--- src/rtl/icas_pkg.sv ---
// Package: types, constants and codes for the interpolated CDF angle sampler.
package icas_pkg;

  localparam int MAX_ENERGIES = 32;
  localparam int MAX_ANGLES   = 64;
  localparam int COL_W        = 5;
  localparam int ROW_W        = 6;
  localparam int CDF_AW       = ROW_W + COL_W;

  localparam logic [1:0] REQ_GRID   = 2'd0;
  localparam logic [1:0] REQ_ANGLE  = 2'd1;
  localparam logic [1:0] REQ_CDF    = 2'd2;
  localparam logic [1:0] REQ_SAMPLE = 2'd3;

  localparam logic [1:0] CLAMP_NONE  = 2'd0;
  localparam logic [1:0] CLAMP_BELOW = 2'd1;
  localparam logic [1:0] CLAMP_ABOVE = 2'd2;

  localparam logic [1:0] CFG_ENERGIES = 2'd0;
  localparam logic [1:0] CFG_ANGLES   = 2'd1;

  typedef struct packed {
    logic [1:0]         req_type;
    logic [5:0]         row_index;
    logic [4:0]         column_index;
    logic signed [23:0] grid_value;
    logic [16:0]        table_value;
    logic signed [23:0] log_energy;
    logic [15:0]        random_fraction;
  } in_item_t;

  typedef struct packed {
    logic [15:0] angle_code;
    logic [5:0]  chosen_row;
    logic [1:0]  energy_clamp;
    logic        fell_through;
  } out_item_t;

  // controller -> datapath
  typedef struct packed {
    logic capture;     // latch sample, start grid scan
    logic grid_step;   // examine one grid pair
    logic div_start;
    logic div_step;
    logic row_clear;
    logic row_issue;   // read cdf entries for current row
    logic row_eval;    // compare blended value
    logic fin;         // form result
  } icas_cmd_t;

  // datapath -> controller
  typedef struct packed {
    logic grid_done;
    logic need_div;
    logic div_done;
    logic row_hit;
    logic row_last;
  } icas_sts_t;

endpackage

--- src/rtl/icas_ctrl.sv ---
// Controller: sequences grid scan, division, row scan and result strobe.
module icas_ctrl (
  input  logic                clk,
  input  logic                rst_n,
  input  logic                start,
  input  logic [1:0]          req_type,
  output logic                busy,
  output logic                load_en,
  output logic                out_valid,
  output icas_pkg::icas_cmd_t cmd,
  input  icas_pkg::icas_sts_t sts
);
  import icas_pkg::*;

  localparam logic [2:0] S_IDLE = 3'd0;
  localparam logic [2:0] S_GRID = 3'd1;
  localparam logic [2:0] S_DIV  = 3'd2;
  localparam logic [2:0] S_ROWS = 3'd3;
  localparam logic [2:0] S_FIN  = 3'd4;
  localparam logic [2:0] S_OUT  = 3'd5;

  logic [2:0] state_r, state_nxt;

  always_comb begin
    state_nxt = state_r;
    cmd       = '0;
    load_en   = 1'b0;
    out_valid = 1'b0;
    busy      = (state_r != S_IDLE);
    case (state_r)
      S_IDLE: begin
        if (start) begin
          if (req_type == REQ_SAMPLE) begin
            cmd.capture = 1'b1;
            state_nxt   = S_GRID;
          end else begin
            load_en = 1'b1;
          end
        end
      end
      S_GRID: begin
        cmd.grid_step = 1'b1;
        if (sts.grid_done) begin
          cmd.grid_step = 1'b0;
          cmd.div_start = sts.need_div;
          state_nxt     = sts.need_div ? S_DIV : S_ROWS;
          cmd.row_clear = !sts.need_div;
        end
      end
      S_DIV: begin
        cmd.div_step = 1'b1;
        if (sts.div_done) begin
          cmd.row_clear = 1'b1;
          state_nxt     = S_ROWS;
        end
      end
      S_ROWS: begin
        cmd.row_issue = 1'b1;
        cmd.row_eval  = 1'b1;
        if (sts.row_hit || sts.row_last) state_nxt = S_FIN;
      end
      S_FIN: begin
        cmd.fin   = 1'b1;
        state_nxt = S_OUT;
      end
      S_OUT: begin
        out_valid = 1'b1;
        state_nxt = S_IDLE;
      end
      default: state_nxt = S_IDLE;
    endcase
  end

  always_ff @(posedge clk) begin
    if (!rst_n) begin
      state_r <= S_IDLE;
    end else begin
      state_r <= state_nxt;
    end
  end

  a_out_one: assert property (@(posedge clk) disable iff (!rst_n)
    out_valid |=> !out_valid) else $error("strobe longer than one cycle");
  a_busy_out: assert property (@(posedge clk) disable iff (!rst_n)
    out_valid |-> busy) else $error("result while idle");
  a_load_idle: assert property (@(posedge clk) disable iff (!rst_n)
    load_en |-> !busy) else $error("load while busy");

endmodule

--- config.mk ---
export PLATFORM = sky130hd
export DESIGN_NAME = icas_ctrl
export DESIGN_NICKNAME = d
export VERILOG_FILES = /design/src/rtl/icas_pkg.sv /design/src/rtl/icas_ctrl.sv
export SDC_FILE = /design/constraint.sdc
export NUM_CORES = 1
export LEC_CHECK = 0
export ABC_AREA = 1
export BUFFER_PORTS_ARGS = -buffer_cell sky130_fd_sc_hd__buf_2
export CORE_AREA = 2 2 39 41
export CTS_BUF_LIST = sky130_fd_sc_hd__clkbuf_8
export DETAILED_ROUTE_END_ITERATION = 10
export DIE_AREA = 0 0 41 43
export GPL_ROUTABILITY_DRIVEN = 0
export HOLD_SLACK_MARGIN = 0.08
export PLACE_DENSITY = 0.52
export SLEW_MARGIN = 10
export SYNTH_ARGS = -nofsm -noshare
export SYNTH_HDL_FRONTEND = slang
export SYNTH_SLANG_ARGS = --single-unit
--- constraint.sdc ---
create_clock -name clk -period 1.32 [get_ports clk]
set_input_delay 0.264 -clock clk [delete_from_list [all_inputs] [get_ports clk]]
set_output_delay 0.264 -clock clk [all_outputs]
set_load 0.05 [all_outputs]
; ---- After elaboration in Yosys (flattened, before gate mapping)
; Cells that the tools add are included.
[classes]
n_eq_ne = 11
n_reduce_logical = 5
n_mux = 22
[ops]
columns = operator, count
row1 = $mux W3, 5
row2 = $pmux W3 S5, 1
row3 = $mux W1, 12
row4 = $ne A2 B2 Y1 const B, 5
row5 = $eq A3 B2 Y1 const B, 2
row6 = $eq A3 B3 Y1 const B, 2
row7 = $mux W2, 3
row8 = $reduce_and A5 Y1, 1
row9 = $eq A3 B1 Y1 const B, 1
row10 = $logic_not A3 Y1, 1
row11 = $reduce_bool A3 Y1, 1
row12 = $eq A2 B2 Y1 const B, 1
row13 = $pmux W1 S2, 1
row14 = $logic_not A1 Y1, 1
row15 = $logic_or A1 B1 Y1, 1
[totals]
out_inout_bits = 11
inputBits = 10
reg_bits = 3
word_cells = 39

; ---- Logic depth before layout (Yosys ltp)
; Gate-level depths: netlist of the first run.
[depth]
ltp_word = 4
ltp_mapped = 8
mapped_depth_nobuf = 8

; ---- Worst setup path after synthesis of the first run
; OpenSTA, ideal clock, no wires.
[synth_timing]
kind = flip-flop to output port
start = register state_r[0]
end = output cmd[3] (netlist bit)
slack_ns = -0.697
path_stages_with_launch = 5
n_path_buf = 0
arrival_ns = 1.753
cell_sequence = dfxtp_1 inv_1 nor2_2 nand3_1 o21ai_0
[synth_lines]
columns = element, line_no
row1 = start: declaration, icas_ctrl.sv:22  ; logic [2:0] state_r, state_nxt;
row2 = start signal: assignment, icas_ctrl.sv:78  ; state_r <= state_nxt;
row3 = end: declaration, icas_ctrl.sv:10  ; output icas_pkg::icas_cmd_t cmd,

==> reports/qor.txt, run 1 <==
Pre-Repair DR Iteration Count: 2
Area after detailed placement: 543 sq um
Clock buffer count from CTS: 3
CTS tree: built
Fraction of power consumed by sequential logic: 11.9%
Number of nets still failing antenna checks after routing: 0
Vias after detailed routing: 443
Deepest clock path buffer count: 2
Hold path start: rst_n
H-Tree Depth: 1
Clock tree root buffer cell: clkbuf_8
Initial antenna violation count: 0
Power consumption: 1.53 mW
Port buffer count: 20
Flip-flop cell with the highest count after synthesis: dfxtp_1
Yosys warning count: 0
Unrepaired setup endpoints after global routing: true
Total net switching power: 732 uW
#FFs+latches synth: 3
Antenna Cells: 0
Endpoint of the worst-slack reg-to-reg timing path: state_r[1]
Yosys top cell area share: 21.4%
Final setup skew: 0.000740 ns
Number of clock sinks: 3
Sort of element at the end of the critical path: output pin
WL per Instance: 10.0 microns
Top flop regs: state_r: 3 flops
Worst VDD drop: 0.000823 V
Row count: 14
Horiz. Die Dim: 41 microns
Number of enable-type register cells in the synthesized netlist: 0
Logic gate share of total power: 71.4%
Relative slew slack: 85.7%
Number of inserted filler cells in the final layout: 136
Average footprint of a synthesized cell: 5.96 sq um
Internal Dissipation: 794 uW
Most area-hungry cell type in the Yosys netlist: dfxtp_1
Pwr per Cell Area: 1970 nW/um^2
Final period demand of the worst path: 1.42 ns
Grt total ovfl: 0
Synth top cells by count: nand2_1, inv_1, nand3_1, nor2_2, nor2_1
Source-to-sink clock delay at the later pin of the worst-skew pair: 0.21 ns
Drc violations: 0
Slew at the pin closest to its max-slew limit: 0.215 ns
Crit path max fanout: 4
Portion of the clock cycle consumed by the worst path in the final layout: 108%
Sequential fraction of the synthesis area: 21.4%
Beginning of the worst register-to-register path: state_r[0]
Total GRT Usage: 9.95%
Largest register by flop count: state_r
Final max-slew violation count: 0
Post-Syn Area: 280 sq um
Net count after synthesis: 57
Clock transition at the register clock pins on the worst setup and hold paths after CTS: 0.03 ns
Flop-to-flop setup slack: 0.02 ns
Leakage Power: 0.367 nW
Count of final setup violators: 7
Non-Filler Cell Area, Final: 773 sq um
Number of vias per cell after detailed routing: 4.39
I/O pin total: 21
Post-layout net count: 96
Cell with the most instances after synthesis: nand2_1
Startpoint-to-endpoint class of the critical path: reg -> out
Setup WS post-layout: -0.0995 ns
Worst Reg-to-Reg Cells: 10
Floorplan Core Area: 1380 sq um
Total Die Area: 1760 sq um
Crit path DAT: 1.16 ns
Share of total power consumed by net switching: 47.9%
Layout cells sized above 1: 81.2%
Drt total wl: 1010 microns
Vert. Die Dim: 43 microns
Final hold viol count: 0
First-pass GRT wire length: 1240 microns
Worst min-delay path endpoint: state_r[0]
Count of distinct cell types in the synthesized netlist: 14
Share of synthesized flip-flops with an asynchronous set or reset: 0%
Worst setup SP type: register
Classification of the worst-slack hold path: in -> reg
Max-capacitance violation count: 0
Via count of the first global-routing pass: 365
Fmax: 704 MHz
HPWL after DPL: 679 microns
Post-Layout Cell Count: 101
Run status: finished, violations left
Max FFs per register: 3
Placed instance count: 93
Iteration-0 DRC Markers: 5
Effective utilization at floorplan: 20.3%
Synth top area cells: dfxtp_1, nand2_1, nor2_2
Violations in the final reports: setup timing
Clk network pwr share: 16.7%
Synthesized netlist cell count: 47
Largest net degree at the start of global routing: 7
Area growth syn-to-layout: 176%
Hold Worst Slack: 0.313 ns
Worst hold path stage count: 3
Worst path required time: 1.06 ns
==> worst max-delay path: stages (launching register included) <==
cell     delay [ns]
dfxtp_4        0.37
inv_4          0.05
nor2_4         0.11
nand3_2        0.11
o21ai_4        0.13
buf_6          0.17
==> logic make-up (layout without fill, tap and decap cells) <==
family | after synthesis | after routing | share of synthesized area [%]
compound gates | 4 | 4 | 8.48
buf+inv | 10 | 48 | 14.7
flops | 3 | 3 | 21.4
simple gates | 30 | 30 | 55.4
==> power by group through the flow <==
stage	Sequential [mW]	Combinational, mW	Clock [mW]
after floorplan	0.149	0.565	0
after global placement	0.153	0.774	0
after detailed placement	0.153	0.775	0
after CTS	0.180	0.928	0.259
after global routing	0.184	1.15	0.266
final	0.181	1.09	0.255
==> worst max path at each step <==
stage                    start      end  slack [ns]  depth (start not counted)
floorplan           state_r[0]   cmd[3]       -0.08                          5
global placement    state_r[0]   cmd[3]       -0.06                          5
detailed placement  state_r[0]   cmd[3]       -0.08                          5
CTS                 state_r[0]   cmd[3]       -0.11                          5
global route        state_r[0]  load_en       -0.15                          4
finish              state_r[0]   cmd[3]        -0.1                          5
==> metrics by stage <==
step	setup slack (ns)	utilization [%]	TNS [ns]
2_1_floorplan	-0.0772	-	-0.238
6_report	-0.0995	55.9	-0.482
4_1_cts	-0.115	51.4	-0.521
3_5_place_dp	-0.0815	39.2	-0.167
5_1_grt	-0.148	55.9	-0.871
3_3_place_gp	-0.0572	39.2	-0.0959
==> layout make-up <==
class	instances	area [sq um]	area share (%)
repair buffers	35	300	38.8
multi-input cells	34	297	38.3
flip-flops and latches	3	68.8	8.90
inverters	9	42.5	5.50
clock buffers	3	41.3	5.34
well taps	16	20.0	2.59
clock inverters	1	3.75	0.485
==> repair_timing <==
item | CTS | global route
hold buffers | 0 | 0
pin swaps | 4 | 7
resized for setup | 36 | 12
setup endpoints to repair | 12 | 14
setup buffers | 2 | 2
==> layout by cell type, fill, tap and decap left out, types with 3 or more instances in the layout <==
cell type / instances
clkbuf_8: 3
nor2_4: 5
nand2_2: 4
nand3_2: 6
nand2_1: 5
buf_4: 15
buf_8: 5
buf_6: 6
buf_2: 9
nor2_1: 3
inv_1: 5
==> per-layer routing <==
layer	wire, microns	global-route usage, %	up-vias
met4	0	4.00	0
li1	-	-	223
met3	66	2.09	0
met1	384	10.0	200
met5	0	0	-
met2	562	18.1	20
Power figures use the tool's default switching activity.
==> run 2: changes to the inputs <==
PLACE_DENSITY = 0.46   (was 0.52)
REMOVE_ABC_BUFFERS = 1   (was unset)
==> run 2 against run 1 <==
Cell count fell by 0.99%. Design area decreased by 8.7%. The run still ends with setup timing left. Highest routed layer unchanged. Worst setup slack lost 0.019 ns. Clock-buffer cell count stayed put. First-iteration DRC count down 60%. Non-clock buffer count fell by 1. Critical path type unchanged. Clock skew hardly changed. Total power decreased by 6.0%. Hold slack worse by 0.0038 ns. Clock power barely moved. Register-to-register slack got worse by 0.03 ns. Fmax fell by 1.3%.
==> reports/qor.txt, run 2 (synthesis results as in run 1) <==
Run status: finished, violations left (unchanged)
Violations in the final reports: setup timing (unchanged)
Final hold viol count: 0 (unchanged)
Endpoint of the worst-slack reg-to-reg timing path: state_r[1] (unchanged)
Pwr per Cell Area: 2030 nW/um^2 (was 1970 nW/um^2)
Most common cell after layout, fill and taps aside: buf_4 (unchanged)
Post-CTS Hold Buffers: 0 (unchanged)
Layout cells sized above 1: 76.2% (was 81.2%)
Max FFs per register: 3 (unchanged)
Unrepaired setup endpoints after global routing: true (unchanged)
WL per Instance: 9.82 microns (was 10.0 microns)
Largest net degree at the start of global routing: 7 (unchanged)
Source-to-sink clock delay at the later pin of the worst-skew pair: 0.21 ns (about the same)
Total net switching power: 681 uW (was 732 uW)
Setup WS post-layout: -0.119 ns (was -0.0995 ns)
Clock tree root buffer cell: clkbuf_8 (unchanged)
Port buffer count: 20 (unchanged)
Final max-slew violation count: 0 (unchanged)
Clock buffer count from CTS: 3 (unchanged)
Post-layout net count: 95 (was 96)
FF/Latch Area: 62.6 sq um (was 68.8 sq um)
Beginning of the worst register-to-register path: state_r[0] (unchanged)
Number of nets still failing antenna checks after routing: 0 (unchanged)
Number of inserted filler cells in the final layout: 146 (was 136)
Row count: 14 (unchanged)
Drc violations: 0 (unchanged)
Worst Reg-to-Reg Cells: 11 (was 10)
Pre-Repair DR Iteration Count: 4 (was 2)
CTS tree: built (unchanged)
Antenna Cells: 0 (unchanged)
Grt total ovfl: 0 (unchanged)
Worst path required time: 1.06 ns (about the same)
Number of vias per cell after detailed routing: 4.21 (was 4.39)
Drt total wl: 982 microns (was 1010 microns)
Initial antenna violation count: 0 (unchanged)
Iteration-0 DRC Markers: 2 (was 5)
Final setup skew: 0.00124 ns (was 0.000740 ns)
Worst setup SP type: register (unchanged)
Non-Filler Cell Area, Final: 706 sq um (was 773 sq um)
Worst min-delay path endpoint: state_r[0] (unchanged)
Pre-CTS setup slack: -0.0205 ns (was -0.0815 ns)
Internal Dissipation: 754 uW (was 794 uW)
Clk network pwr share: 17.8% (was 16.7%)
Total Die Area: 1760 sq um (unchanged)
I/O pin total: 21 (unchanged)
Clock transition at the register clock pins on the worst setup and hold paths after CTS: 0.03 ns (about the same)
Portion of the clock cycle consumed by the worst path in the final layout: 109% (was 108%)
Relative slew slack: 84.8% (was 85.7%)
Total GRT Usage: 11.4% (was 9.95%)
Fmax: 695 MHz (was 704 MHz)
Hold path start: rst_n (unchanged)
Commonest cells after routing, fill and taps aside: buf_4, buf_6, buf_2, inv_1, nand2_1 (was buf_4, buf_2, nand3_2, buf_6)
Vias after detailed routing: 421 (was 443)
Setup Total Neg Slack: -0.621 ns (was -0.482 ns)
Final period demand of the worst path: 1.44 ns (was 1.42 ns)
Share of total power consumed by net switching: 47.4% (was 47.9%)
Power consumption: 1.44 mW (was 1.53 mW)
Vert. Die Dim: 43 microns (unchanged)
Logic gate share of total power: 70.1% (was 71.4%)
Area used by multi-input combinational logic: 259 sq um (was 297 sq um)
Number of clock sinks: 3 (unchanged)
Worst hold path stage count: 3 (unchanged)
Largest register by flop count: state_r (unchanged)
HPWL after DPL: 632 microns (was 679 microns)
Count of final setup violators: 8 (was 7)
Area growth syn-to-layout: 152% (was 176%)
Sort of element at the end of the critical path: output pin (unchanged)
Leakage Power: 0.382 nW (was 0.367 nW)
Crit path max fanout: 5 (was 4)
Flop-to-flop setup slack: -0.01 ns (was 0.02 ns)
Top flop regs: state_r: 3 flops (unchanged)
Effective utilization at floorplan: 20.3% (unchanged)
Deepest clock path buffer count: 2 (unchanged)
Worst VDD drop: 0.00137 V (was 0.000823 V)
Crit path DAT: 1.17 ns (was 1.16 ns)
H-Tree Depth: 1 (unchanged)
Startpoint-to-endpoint class of the critical path: reg -> out (unchanged)
Floorplan Core Area: 1380 sq um (unchanged)
Area after detailed placement: 453 sq um (was 543 sq um)
Classification of the worst-slack hold path: in -> reg (unchanged)
Via count of the first global-routing pass: 372 (was 365)
First-pass GRT wire length: 1370 microns (was 1240 microns)
Slew at the pin closest to its max-slew limit: 0.228 ns (was 0.215 ns)
Horiz. Die Dim: 41 microns (unchanged)
Max-capacitance violation count: 0 (unchanged)
Fraction of power consumed by sequential logic: 12.1% (was 11.9%)
## run 2: cell types whose count changed in the layout (fill, tap and decap cells not counted), moves of 2 or more
cell and delta:
inv_4 -2, buf_8 -3, buf_4 -2, nand3_1 +2
inv_2 +2, nand3_2 -2, buf_6 +4, nor3_2 +2
dfxtp_4 -2, nor3_4 -2
## run 2: worst max path at each step
stage	slack (ns)	end	start
floorplan	-0.70	cmd[3]	state_r[0]
global placement	-0.02	load_en	state_r[0]
detailed placement	-0.02	load_en	state_r[0]
CTS	-0.12	cmd[3]	state_r[0]
global route	-0.18	cmd[3]	state_r[2]
finish	-0.12	cmd[3]	state_r[1]
## run 2: layer usage
| metal | global-route usage (%) | up-vias | share of wire, % |
|---|---|---|---|
| li1 | - | 223 | - |
| met1 | 14.4 | 188 | 38 |
| met2 | 16.9 | 10 | 58 |
| met3 | 1.57 | 0 | 3.6 |
| met4 | 8.00 | 0 | 0 |
| met5 | 0 | - | 0 |
## run 2: layout make-up
cell class	count	area share [%]
Timing Repair Buffer	34	40.4
Clock inverter	1	0.532
Tap cell	16	2.84
Sequential cell	3	8.87
Clock buffer	3	5.85
Inverter	9	4.79
Multi-Input combinational cell	34	36.7
## run 2: power by group through the flow
stage	sequential [mW]	clock [mW]	combinational [mW]
finish	0.173	0.256	1.01
global route	0.176	0.277	1.08
CTS	0.159	0.267	0.877
detailed placement	0.143	0	0.682
global placement	0.142	0	0.686
floorplan	0.141	0	0.482
## run 2: repair_timing
| action | 4_1_cts | 5_1_grt |
|---|---|---|
| buffers inserted | 4 | 2 |
| gates resized for setup | 34 | 16 |
| pin swaps | 5 | 9 |
| endpoints found under the setup margin | 11 | 12 |
## run 2: through the flow
stage               cells  utilization, %  hold WS [ns]
detailed placement     90            32.7         0.528
global route          100            51.0         0.333
CTS                    98            45.4         0.309
finish                100            51.0         0.310
global placement       90            32.7         0.523
floorplan              46               -         0.421
## run 2: worst max-delay path: stages (launching register included)
cell	delay [ns]
dfxtp_2	0.38
nor2_4	0.15
nand3_1	0.11
o21ai_2	0.15
buf_6	0.17
